--- config.mk ---
export PLATFORM = sky130hd
export DESIGN_NAME = rptw_walker
export DESIGN_NICKNAME = d
export VERILOG_FILES = /design/src/hw/rtl/rptw_pkg.sv /design/src/hw/rtl/rptw_walker.sv
export SDC_FILE = /design/constraint.sdc
export NUM_CORES = 1
export LEC_CHECK = 0
export ABC_AREA = 1
export BUFFER_PORTS_ARGS = -buffer_cell sky130_fd_sc_hd__buf_2
export CAP_MARGIN = 30
export CORE_ASPECT_RATIO = 0.75
export CORE_MARGIN = 2
export CORE_UTILIZATION = 51
export CTS_CLUSTER_DIAMETER = 60
export DETAILED_ROUTE_END_ITERATION = 7
export PLACE_DENSITY = 0.83
export SLEW_MARGIN = 25
export SYNTH_ARGS = -nofsm -noshare
export SYNTH_HDL_FRONTEND = slang
export SYNTH_SLANG_ARGS = --single-unit
--- constraint.sdc ---
create_clock -name clk_i -period 7.1 [get_ports clk_i]
set_input_delay 1.065 -clock clk_i [delete_from_list [all_inputs] [get_ports clk_i]]
set_output_delay 1.065 -clock clk_i [all_outputs]
set_load 0.01 [all_outputs]
--- src/hw/rtl/rptw_pkg.sv ---
package rptw_pkg;

  localparam int unsigned FRAMES      = 64;
  localparam int unsigned LEVEL_COUNT = 5;
  localparam int unsigned INDEX_BITS  = 9;

  localparam int unsigned PAGE_SHIFT = 12;
  localparam int unsigned PPN_W      = 52;
  localparam int unsigned VPN_W      = 45;
  localparam int unsigned PTE_W      = 64;
  localparam int unsigned CFG_W      = 6;
  localparam int unsigned MODE_W     = 2;
  localparam int unsigned STATUS_W   = 2;

  localparam int unsigned ENTRIES = 1 << INDEX_BITS;
  localparam int unsigned DEPTH   = FRAMES * ENTRIES;
  localparam int unsigned FRAME_W = (FRAMES > 2) ? $clog2(FRAMES) : 1;
  localparam int unsigned ADDR_W  = FRAME_W + INDEX_BITS;
  localparam int unsigned USED_W  = LEVEL_COUNT * INDEX_BITS;
  localparam int unsigned LVL_W   = (LEVEL_COUNT > 1) ? $clog2(LEVEL_COUNT) : 1;
  localparam int unsigned NF_MAX  = (FRAMES > 63) ? FRAMES : 63;
  localparam int unsigned NF_W    = $clog2(NF_MAX + 1);

  localparam logic CFG_ROOT_FRAME = 1'b0;
  localparam logic CFG_FIRST_FREE = 1'b1;

  typedef enum logic [MODE_W-1:0] {
    MODE_QUERY = 2'd0,
    MODE_MAP   = 2'd1,
    MODE_UNMAP = 2'd2
  } mode_e;

  typedef enum logic [STATUS_W-1:0] {
    STATUS_OK       = 2'd0,
    STATUS_NO_FRAME = 2'd1,
    STATUS_RANGE    = 2'd2
  } status_e;

  typedef struct packed {
    logic [CFG_W-1:0] root_frame;
    logic             nf_load;
    logic [CFG_W-1:0] nf_value;
  } cfg_t;

  typedef struct packed {
    logic [PPN_W-1:0] ppn_out;
    logic             mapped;
    status_e          status;
  } res_t;

endpackage

--- src/hw/rtl/rptw_walker.sv ---
module rptw_walker (
  input  logic                          clk_i,
  input  logic                          rst_ni,
  input  rptw_pkg::cfg_t                cfg_i,
  input  logic                          start_i,
  output logic                          ready_o,
  input  logic [rptw_pkg::MODE_W-1:0]   mode_i,
  input  logic [rptw_pkg::VPN_W-1:0]    vpn_i,
  input  logic [rptw_pkg::PPN_W-1:0]    ppn_i,
  output logic                          res_valid_o,
  input  logic                          res_ready_i,
  output rptw_pkg::res_t                res_o,
  output logic                          mem_we_o,
  output logic [rptw_pkg::ADDR_W-1:0]   mem_addr_o,
  output logic [rptw_pkg::PTE_W-1:0]    mem_wdata_o,
  input  logic [rptw_pkg::PTE_W-1:0]    mem_rdata_i
);

  typedef enum logic [4:0] {
    ST_CLEAR = 5'b00001,
    ST_IDLE  = 5'b00010,
    ST_READ  = 5'b00100,
    ST_CHECK = 5'b01000,
    ST_RESP  = 5'b10000
  } state_e;

  localparam logic [rptw_pkg::LVL_W-1:0]  LAST_LEVEL =
    rptw_pkg::LVL_W'(rptw_pkg::LEVEL_COUNT - 1);
  localparam logic [rptw_pkg::ADDR_W-1:0] LAST_ADDR =
    rptw_pkg::ADDR_W'(rptw_pkg::DEPTH - 1);
  localparam logic [rptw_pkg::NF_W-1:0]   NF_LIMIT = rptw_pkg::NF_W'(rptw_pkg::FRAMES);
  localparam logic [rptw_pkg::PPN_W-1:0]  PTR_LIMIT = rptw_pkg::PPN_W'(rptw_pkg::FRAMES);
  localparam int unsigned LOW_W = rptw_pkg::PAGE_SHIFT - 1;

  state_e                          state_q, state_d;
  logic [rptw_pkg::ADDR_W-1:0]     clr_q, clr_d;
  logic [rptw_pkg::NF_W-1:0]       nf_q, nf_d;
  rptw_pkg::mode_e                 mode_q, mode_d;
  logic [rptw_pkg::VPN_W-1:0]      vpn_q, vpn_d;
  logic [rptw_pkg::PPN_W-1:0]      ppn_q, ppn_d;
  logic [rptw_pkg::FRAME_W-1:0]    frame_q, frame_d;
  logic [rptw_pkg::LVL_W-1:0]      level_q, level_d;
  rptw_pkg::res_t                  res_q, res_d;

  logic [rptw_pkg::ADDR_W-1:0]     cur_addr;
  logic [rptw_pkg::PPN_W-1:0]      pte_ptr;
  logic                            last_level;
  logic                            root_bad;

  assign cur_addr   = {frame_q, vpn_q[rptw_pkg::USED_W-1 -: rptw_pkg::INDEX_BITS]};
  assign pte_ptr    = mem_rdata_i[rptw_pkg::PTE_W-1:rptw_pkg::PAGE_SHIFT];
  assign last_level = (level_q == LAST_LEVEL);
  assign root_bad   = (rptw_pkg::PPN_W'(cfg_i.root_frame) >= PTR_LIMIT);

  always_comb begin
    state_d     = state_q;
    clr_d       = clr_q;
    nf_d        = nf_q;
    mode_d      = mode_q;
    vpn_d       = vpn_q;
    ppn_d       = ppn_q;
    frame_d     = frame_q;
    level_d     = level_q;
    res_d       = res_q;
    mem_we_o    = 1'b0;
    mem_addr_o  = cur_addr;
    mem_wdata_o = '0;

    if (cfg_i.nf_load) begin
      nf_d = rptw_pkg::NF_W'(cfg_i.nf_value);
    end

    case (state_q)
      ST_CLEAR: begin
        mem_we_o   = 1'b1;
        mem_addr_o = clr_q;
        clr_d      = clr_q + 1'b1;
        if (clr_q == LAST_ADDR) begin
          state_d = ST_IDLE;
        end
      end
      ST_IDLE: begin
        if (start_i) begin
          mode_d  = rptw_pkg::mode_e'(mode_i);
          vpn_d   = vpn_i;
          ppn_d   = ppn_i;
          frame_d = rptw_pkg::FRAME_W'(cfg_i.root_frame);
          level_d = '0;
          res_d   = '0;
          case (mode_i)
            rptw_pkg::MODE_QUERY, rptw_pkg::MODE_MAP, rptw_pkg::MODE_UNMAP: begin
              if (root_bad) begin
                res_d.status = rptw_pkg::STATUS_RANGE;
                state_d      = ST_RESP;
              end else begin
                state_d = ST_READ;
              end
            end
            default: begin
              state_d = ST_RESP;
            end
          endcase
        end
      end
      ST_READ: begin
        if (mode_q != rptw_pkg::MODE_QUERY && last_level) begin
          mem_we_o = 1'b1;
          if (mode_q == rptw_pkg::MODE_MAP) begin
            mem_wdata_o = {ppn_q, {LOW_W{1'b0}}, 1'b1};
          end
          state_d = ST_RESP;
        end else begin
          state_d = ST_CHECK;
        end
      end
      ST_CHECK: begin
        state_d = ST_RESP;
        if (mode_q == rptw_pkg::MODE_QUERY) begin
          if (mem_rdata_i[0]) begin
            if (last_level) begin
              res_d.ppn_out = pte_ptr;
              res_d.mapped  = 1'b1;
            end else if (pte_ptr >= PTR_LIMIT) begin
              res_d.status = rptw_pkg::STATUS_RANGE;
            end else begin
              frame_d = pte_ptr[rptw_pkg::FRAME_W-1:0];
              level_d = level_q + 1'b1;
              vpn_d   = vpn_q << rptw_pkg::INDEX_BITS;
              state_d = ST_READ;
            end
          end
        end else if (!mem_rdata_i[0]) begin
          if (nf_q >= NF_LIMIT) begin
            res_d.status = rptw_pkg::STATUS_NO_FRAME;
          end else begin
            mem_we_o    = 1'b1;
            mem_wdata_o = {rptw_pkg::PPN_W'(nf_q), {LOW_W{1'b0}}, 1'b1};
            nf_d        = nf_q + 1'b1;
            frame_d     = rptw_pkg::FRAME_W'(nf_q);
            level_d     = level_q + 1'b1;
            vpn_d       = vpn_q << rptw_pkg::INDEX_BITS;
            state_d     = ST_READ;
          end
        end else if (pte_ptr >= PTR_LIMIT) begin
          res_d.status = rptw_pkg::STATUS_RANGE;
        end else begin
          frame_d = pte_ptr[rptw_pkg::FRAME_W-1:0];
          level_d = level_q + 1'b1;
          vpn_d   = vpn_q << rptw_pkg::INDEX_BITS;
          state_d = ST_READ;
        end
      end
      ST_RESP: begin
        if (res_ready_i) begin
          state_d = ST_IDLE;
        end
      end
      default: begin
        state_d = ST_IDLE;
      end
    endcase
  end

  always_ff @(posedge clk_i or negedge rst_ni) begin
    if (!rst_ni) begin
      state_q <= ST_CLEAR;
      clr_q   <= '0;
      nf_q    <= rptw_pkg::NF_W'(1);
    end else begin
      state_q <= state_d;
      clr_q   <= clr_d;
      nf_q    <= nf_d;
    end
  end

  always_ff @(posedge clk_i) begin
    mode_q  <= mode_d;
    vpn_q   <= vpn_d;
    ppn_q   <= ppn_d;
    frame_q <= frame_d;
    level_q <= level_d;
    res_q   <= res_d;
  end

  assign ready_o     = (state_q == ST_IDLE);
  assign res_valid_o = (state_q == ST_RESP);
  assign res_o       = res_q;

endmodule

==> flow_metrics.env, run 1 <==
export IMPL_outcome="completed"
export IMPL_cts_clk_slew_worst_paths_ps=70
export IMPL_dp_cells=1502
export IMPL_syn2layout_area_growth_pct=22.5
export IMPL_first_iter_violations=718
export IMPL_final_antenna_net_count=0
export IMPL_min_delay_start="clr_q[3]"
export IMPL_synth_edf_count=163
export IMPL_clock_fmax_ghz=0.278
export IMPL_synthCells=1000
export IMPL_cp_top_family="buffers and inverters"
export IMPL_rows=42
export IMPL_r2r_setup_slack_ps=3800
export IMPL_via_per_inst=4.96
export IMPL_vdd_drop_max_v=0.000233
export IMPL_hold_depth=1
export IMPL_grt_pass1_vias=7095
export IMPL_fin_crit_ps=3600
export IMPL_gr_usage_met2_pct=40.7
export IMPL_drv_slew=0
export IMPL_critPathCaptureType="primary output"
export IMPL_grt_use_total_pct=23.7
export IMPL_yosysTopAreaCellShare_pct=52.6
export IMPL_tightest_slew_ps=905
export IMPL_portBuffers=294
export IMPL_stdcell_area_um2=11400
export IMPL_core_um2=17800
export IMPL_yosysSeqAreaShare_pct=59.8
export IMPL_cts_htree_levels=4
export IMPL_cp_slowest_cell="dfstp_2"
export IMPL_grt_pass1_wl_um=35400
export IMPL_grt_antenna_before_repair=0
export IMPL_synth_ff_type="edfxtp_1"
export IMPL_r2r_start="state_q[4]"
export IMPL_antennaDiodeCount=0
export IMPL_power_density_nw_per_um2=350
export IMPL_synth_distinct_cells=38
export IMPL_die_w_um=160
export IMPL_clockBufferDepth=2
export IMPL_die_area_um2=19400
export IMPL_multi_input_area_um2=2760
export IMPL_start_kind="flop"
export IMPL_rsz0062_at_grt="no"
export IMPL_hold_ws_ps=530
export IMPL_insertion_delay_ps=430
export IMPL_fin_cells=1534
export IMPL_cts_repair_resized=0
export IMPL_cts_tree="yes"
export IMPL_synthTopCellsByCount="200 x nand2_1, 186 x inv_1, 163 x edfxtp_1, 151 x nor2_1, 90 x nand3_1"
export IMPL_synth_most_common_cell="nand2_1"
export IMPL_grt_met1_usage_pct=29.8
export IMPL_via_count=7606
export IMPL_final_hold_violation_count=0
export IMPL_synth_seq_cells=190
export IMPL_whs_endpoint="clr_q[3]"
export IMPL_fin_setup_tns_ps=0
export IMPL_setup_viol=0
export IMPL_required_ps=6030
export IMPL_grt_busiest_layer="met2"
export IMPL_fillers=1491
export IMPL_crit_chain="inv_1 -> nor2_1 -> nand3_2 -> inv_1 -> nand2_1 -> o21ai_0 -> buf_2"
export IMPL_regToRegEndpoint="vpn_q[2]"
export IMPL_post_cts_setup_buffers=0
export IMPL_routabilityCongestion=0.864
export IMPL_drc=0
export IMPL_hold_buffers=0
export IMPL_die_h_um=121
export IMPL_finalWirelength_um=23100
export IMPL_cts_buffers=17
export IMPL_synth_area_leader_cell="edfxtp_1"
export IMPL_max_stage_delay_ps=560
export IMPL_initial_core_util_pct=52.4
export IMPL_synthTopCellsByArea="edfxtp_1 53%, nand2_1 8.1%, inv_1 7.5%, dfrtp_1 6.7%, nor2_1 6.1%"
export IMPL_grt_start_max_net_pins=56
export IMPL_avgSynthCellArea_um2=9.31
export IMPL_maxCapViolations=0
export IMPL_crit_start="state_q[0]"
export IMPL_path_max_fanout=31
export IMPL_fin_nets=1464
export IMPL_root_buffer="clkbuf_16"
export IMPL_power_leakage_nw=5.74
export IMPL_hold_path_class="flop to flop"
export IMPL_fin_crit_sh_pct=50.7
export IMPL_first_pass_iters=7
export IMPL_slew_headroom_pct=39.6
export IMPL_wire_per_inst_um=15.0
export IMPL_grtUsageMet3_pct=6.32
export IMPL_rr_worst_depth=9
export IMPL_place_hpwl_um=16900
export IMPL_syn_area_um2=9310
export IMPL_drive_gt1_share_pct=27.4
export IMPL_fin_worst_skew_ps=8.85
export IMPL_yosys_warnings=0
export IMPL_place_area_um2=10900
export IMPL_synthArstFlopShare_pct=14.2
export IMPL_io_pins=317
export IMPL_cp_common_cell="inv_1"
export IMPL_arrival_ps=2530
export IMPL_critPathBufInv=3
export IMPL_seq_area_um2=5570
export IMPL_worstSetupPathType="flop to primary output"
export IMPL_grt_overflow_total=0
export IMPL_clock_sinks=190
[placed cells by master, fill, tap and decap left out, drive strengths merged]
master  instances
dfrtp          25
a211oi          1
mux2i           1
clkbuf         21
nand3          91
a21oi           8
inv           195
clkinv          6
o21ai          39
a31oi           7
conb           11
ha              5
o21a            1
nor2          160
o22ai           4
nor4            1
buf           300
o31ai          10
nand2         203
o211ai          1
dfstp           2
nand3b          9
xnor2           1
edfxtp        163
nor3            6
xor2           14
nand4           7
[kinds of logic after synthesis]
family	share of synthesized area, %
other cells	0.0403
flops	59.8
mux	0.107
buf+inv	11.3
compound gates	4.31
xor+xnor	1.41
simple gates	22.4
fa+ha+maj	0.672
[where the power goes]
| part | internal [mW] | switching [mW] |
|---|---|---|
| sequential | 1.80 | 0.130 |
| combinational | 0.361 | 0.821 |
| clock | 0.462 | 0.420 |
| total | 2.62 | 1.37 |
[sequential cells by signal (all words and copies together) (netlist names)]
name,cells
state_q,5
clr_q,15
level_q,3
frame_q,6
vpn_q,45
res_o,55
ppn_q,52
nf_q,7
mode_q,2
[worst register-to-register path, delay by kind of cell (launching register included)]
kind	cells	cell delay, ps
buf+inv	4	1440
simple gates	3	740
flops	1	370
compound gates	2	370
[through the flow]
stage	total power, mW	setup WS [ps]	utilization, %
2_1_floorplan	2.70	1460	-
3_3_place_gp	3.09	3540	61.1
3_5_place_dp	3.13	3560	61.2
4_1_cts	4.02	3480	64.2
5_1_grt	4.21	3250	64.2
6_report	3.99	3500	64.2
[layout make-up]
type | instances | share of cell area, %
clock buffer | 21 | 3.95
clock inverter | 11 | 0.724
inverter | 190 | 6.25
multi-input combinational | 580 | 24.2
sequential | 190 | 48.9
tap | 242 | 2.65
timing repair buffer | 300 | 13.4
[layer usage]
| metal | share of wire [%] | vias up |
|---|---|---|
| met5 | 0 | - |
| met4 | 1.5 | 0 |
| met3 | 9.2 | 24 |
| met2 | 49 | 391 |
| met1 | 40 | 3476 |
| li1 | - | 3715 |
[worst max-delay path by stage]
stage                                 end  depth (start not counted)
after floorplan                 res_o[10]                          2
after global placement    mem_wdata_o[16]                          6
after detailed placement  mem_wdata_o[15]                          9
after CTS                   mem_addr_o[7]                          7
after global routing        mem_addr_o[7]                          7
final                       mem_addr_o[7]                          7
Note: power is estimated with default switching activity, not from simulation.
==> run 2: changes to the inputs <==
Settings changed: CORE_UTILIZATION 51 to 46, PLACE_DENSITY 0.83 to 0.79.
Clock period 7.1 ns to 3.3 ns, I/O delays scaled along.
==> flow_metrics.env, run 2 (same netlist as run 1, synthesis figures left out) <==
export IMPL_slew_headroom_pct=55.5
export IMPL_r2r_start="state_q[4]"
export IMPL_cts_htree_levels=4
export IMPL_via_count=7610
export IMPL_die_w_um=168
export IMPL_first_pass_iters=5
export IMPL_power_density_nw_per_um2=768
export IMPL_drc=0
export IMPL_post_cts_setup_buffers=0
export IMPL_clockBufferDepth=2
export IMPL_arrival_ps=2420
export IMPL_grt_pass1_vias=7147
export IMPL_clock_sinks=190
export IMPL_finalWirelength_um=23500
export IMPL_critPathCaptureType="primary output"
export IMPL_cts_tree="yes"
export IMPL_cp_common_cell="inv_1"
export IMPL_rows=45
export IMPL_multi_input_area_um2=2760
export IMPL_tightest_slew_ps=668
export IMPL_rr_worst_depth=8
export IMPL_cp_slowest_cell="nand4_4"
export IMPL_r2r_setup_slack_ps=730
export IMPL_hold_buffers=0
export IMPL_setup_ws_ps=386
export IMPL_largest_reg_flops=55
export IMPL_required_ps=2800
export IMPL_cts_repair_resized=0
export IMPL_maxCapViolations=0
export IMPL_setup_viol=0
export IMPL_rsz0062_at_grt="no"
export IMPL_root_buffer="clkbuf_16"
export IMPL_max_stage_delay_ps=400
export IMPL_utilization_pct=57.6
export IMPL_first_iter_violations=708
export IMPL_fin_cells=1555
export IMPL_hold_path_class="input pin to asynchronous set/reset pin"
export IMPL_grt_antenna_before_repair=1
export IMPL_grt_use_total_pct=21.9
export IMPL_vdd_drop_max_v=0.000403
export IMPL_start_kind="flop"
export IMPL_cp_endpoint="mem_wdata_o[16]"
export IMPL_combinationalPowerShare_pct=29.5
export IMPL_seq_area_um2=5570
export IMPL_io_pins=317
export IMPL_portBuffers=294
export IMPL_drive_gt1_share_pct=27.8
export IMPL_die_area_um2=21400
export IMPL_clock_fmax_ghz=0.343
export IMPL_power_switching_mw=3.02
export IMPL_post_place_ws_ps=739
export IMPL_via_per_inst=4.89
export IMPL_fillers=1777
export IMPL_power_leakage_nw=5.78
export IMPL_layout_common_cells="294 x buf_2, 200 x nand2_1, 186 x inv_1"
export IMPL_fin_worst_skew_ps=12.2
export IMPL_final_antenna_net_count=0
export IMPL_fin_setup_tns_ps=0
export IMPL_routabilityCongestion=0.868
export IMPL_fin_nets=1468
export IMPL_p_int_mw=5.84
export IMPL_fin_crit_sh_pct=88.3
export IMPL_power_frac_seq_pct=46.7
export IMPL_wire_per_inst_um=15.1
export IMPL_mostFrequentLayoutCell="buf_2"
export IMPL_place_hpwl_um=17000
export IMPL_cts_clk_slew_worst_paths_ps=80
export IMPL_crit_chain="inv_1 -> nand4_4 -> nor2_4 -> inv_1 -> o22ai_1 -> buf_2"
export IMPL_outcome="completed"
export IMPL_core_um2=20000
export IMPL_initial_core_util_pct=46.5
export IMPL_syn2layout_area_growth_pct=24.0
export IMPL_stdcell_area_um2=11500
export IMPL_dp_cells=1522
export IMPL_grt_overflow_total=0
export IMPL_insertion_delay_ps=430
export IMPL_crit_start="state_q[4]"
export IMPL_worstSetupPathType="flop to primary output"
export IMPL_clkPwrFrac_pct=23.7
export IMPL_drv_slew=0
export IMPL_regToRegEndpoint="frame_q[0]"
export IMPL_path_max_fanout=29
export IMPL_final_hold_violation_count=0
export IMPL_die_h_um=127
export IMPL_fin_crit_ps=2910
export IMPL_grt_pass1_wl_um=36400
export IMPL_switching_share_pct=34.1
export IMPL_place_area_um2=10900
export IMPL_grt_start_max_net_pins=55
export IMPL_cts_buffers=17
run 2: cell count changes in the layout (fill, tap and decap cells not counted), moves of 2 or more:
cell and change:
inv_4 -2, buf_4 +3, clkinv_4 -2, bufinv_16 +2, clkbuf_1 -3, clkinvlp_4 +2, clkinv_2 -2, inv_6 +3
run 2: cell type report:
type                            instances  share of cell area (%)
Tap cell                              258                    2.80
Multi-Input combinational cell        580                    23.9
Inverter                              190                    6.18
Clock inverter                         15                    1.52
Timing Repair Buffer                  304                    13.6
Sequential cell                       190                    48.3
Clock buffer                           17                    3.68
Antenna cell                            1                  0.0217
run 2: worst min-delay path by stage:
stage | start | to | slack [ps] | depth (start not counted)
after floorplan | rst_ni | clr_q[0] | 200 | 0
after global placement | clr_q[7] | clr_q[7] | 500 | 1
after detailed placement | clr_q[3] | clr_q[3] | 520 | 1
after CTS | rst_ni | clr_q[8] | 100 | 1
after global routing | rst_ni | clr_q[8] | 130 | 1
final | rst_ni | clr_q[8] | 90 | 1
run 2: per-layer routing:
metal / track usage [%] / up-vias / wire length [um]
met5: 0 / - / 0
met4: 5.07 / 0 / 150
met3: 5.17 / 14 / 1880
met2: 37.0 / 342 / 11400
met1: 29.0 / 3522 / 10000
li1: - / 3732 / -
run 2: power by group through the flow:
stage / registers [mW] / clock network, mW / logic [mW]
global placement: 4.15 / 0 / 2.60
detailed placement: 4.19 / 0 / 2.63
finish: 4.14 / 2.10 / 2.62
global route: 4.23 / 2.25 / 2.90
floorplan: 4.38 / 0 / 1.37
CTS: 4.14 / 2.15 / 2.65
run 2: metrics by stage:
step / hold slack, ps / power (mW)
CTS: 96.5 / 8.94
finish: 92.0 / 8.86
global route: 125 / 9.37
global placement: 499 / 6.75
detailed placement: 521 / 6.82
floorplan: 199 / 5.75
run 2: worst max-delay path, delay by kind of cell (launching register included):
family	cells	cell delay, ps
AND/OR/NAND/NOR	2	760
buffers and inverters	3	610
flip-flops	1	360
AO/OA/AOI/OAI	1	250
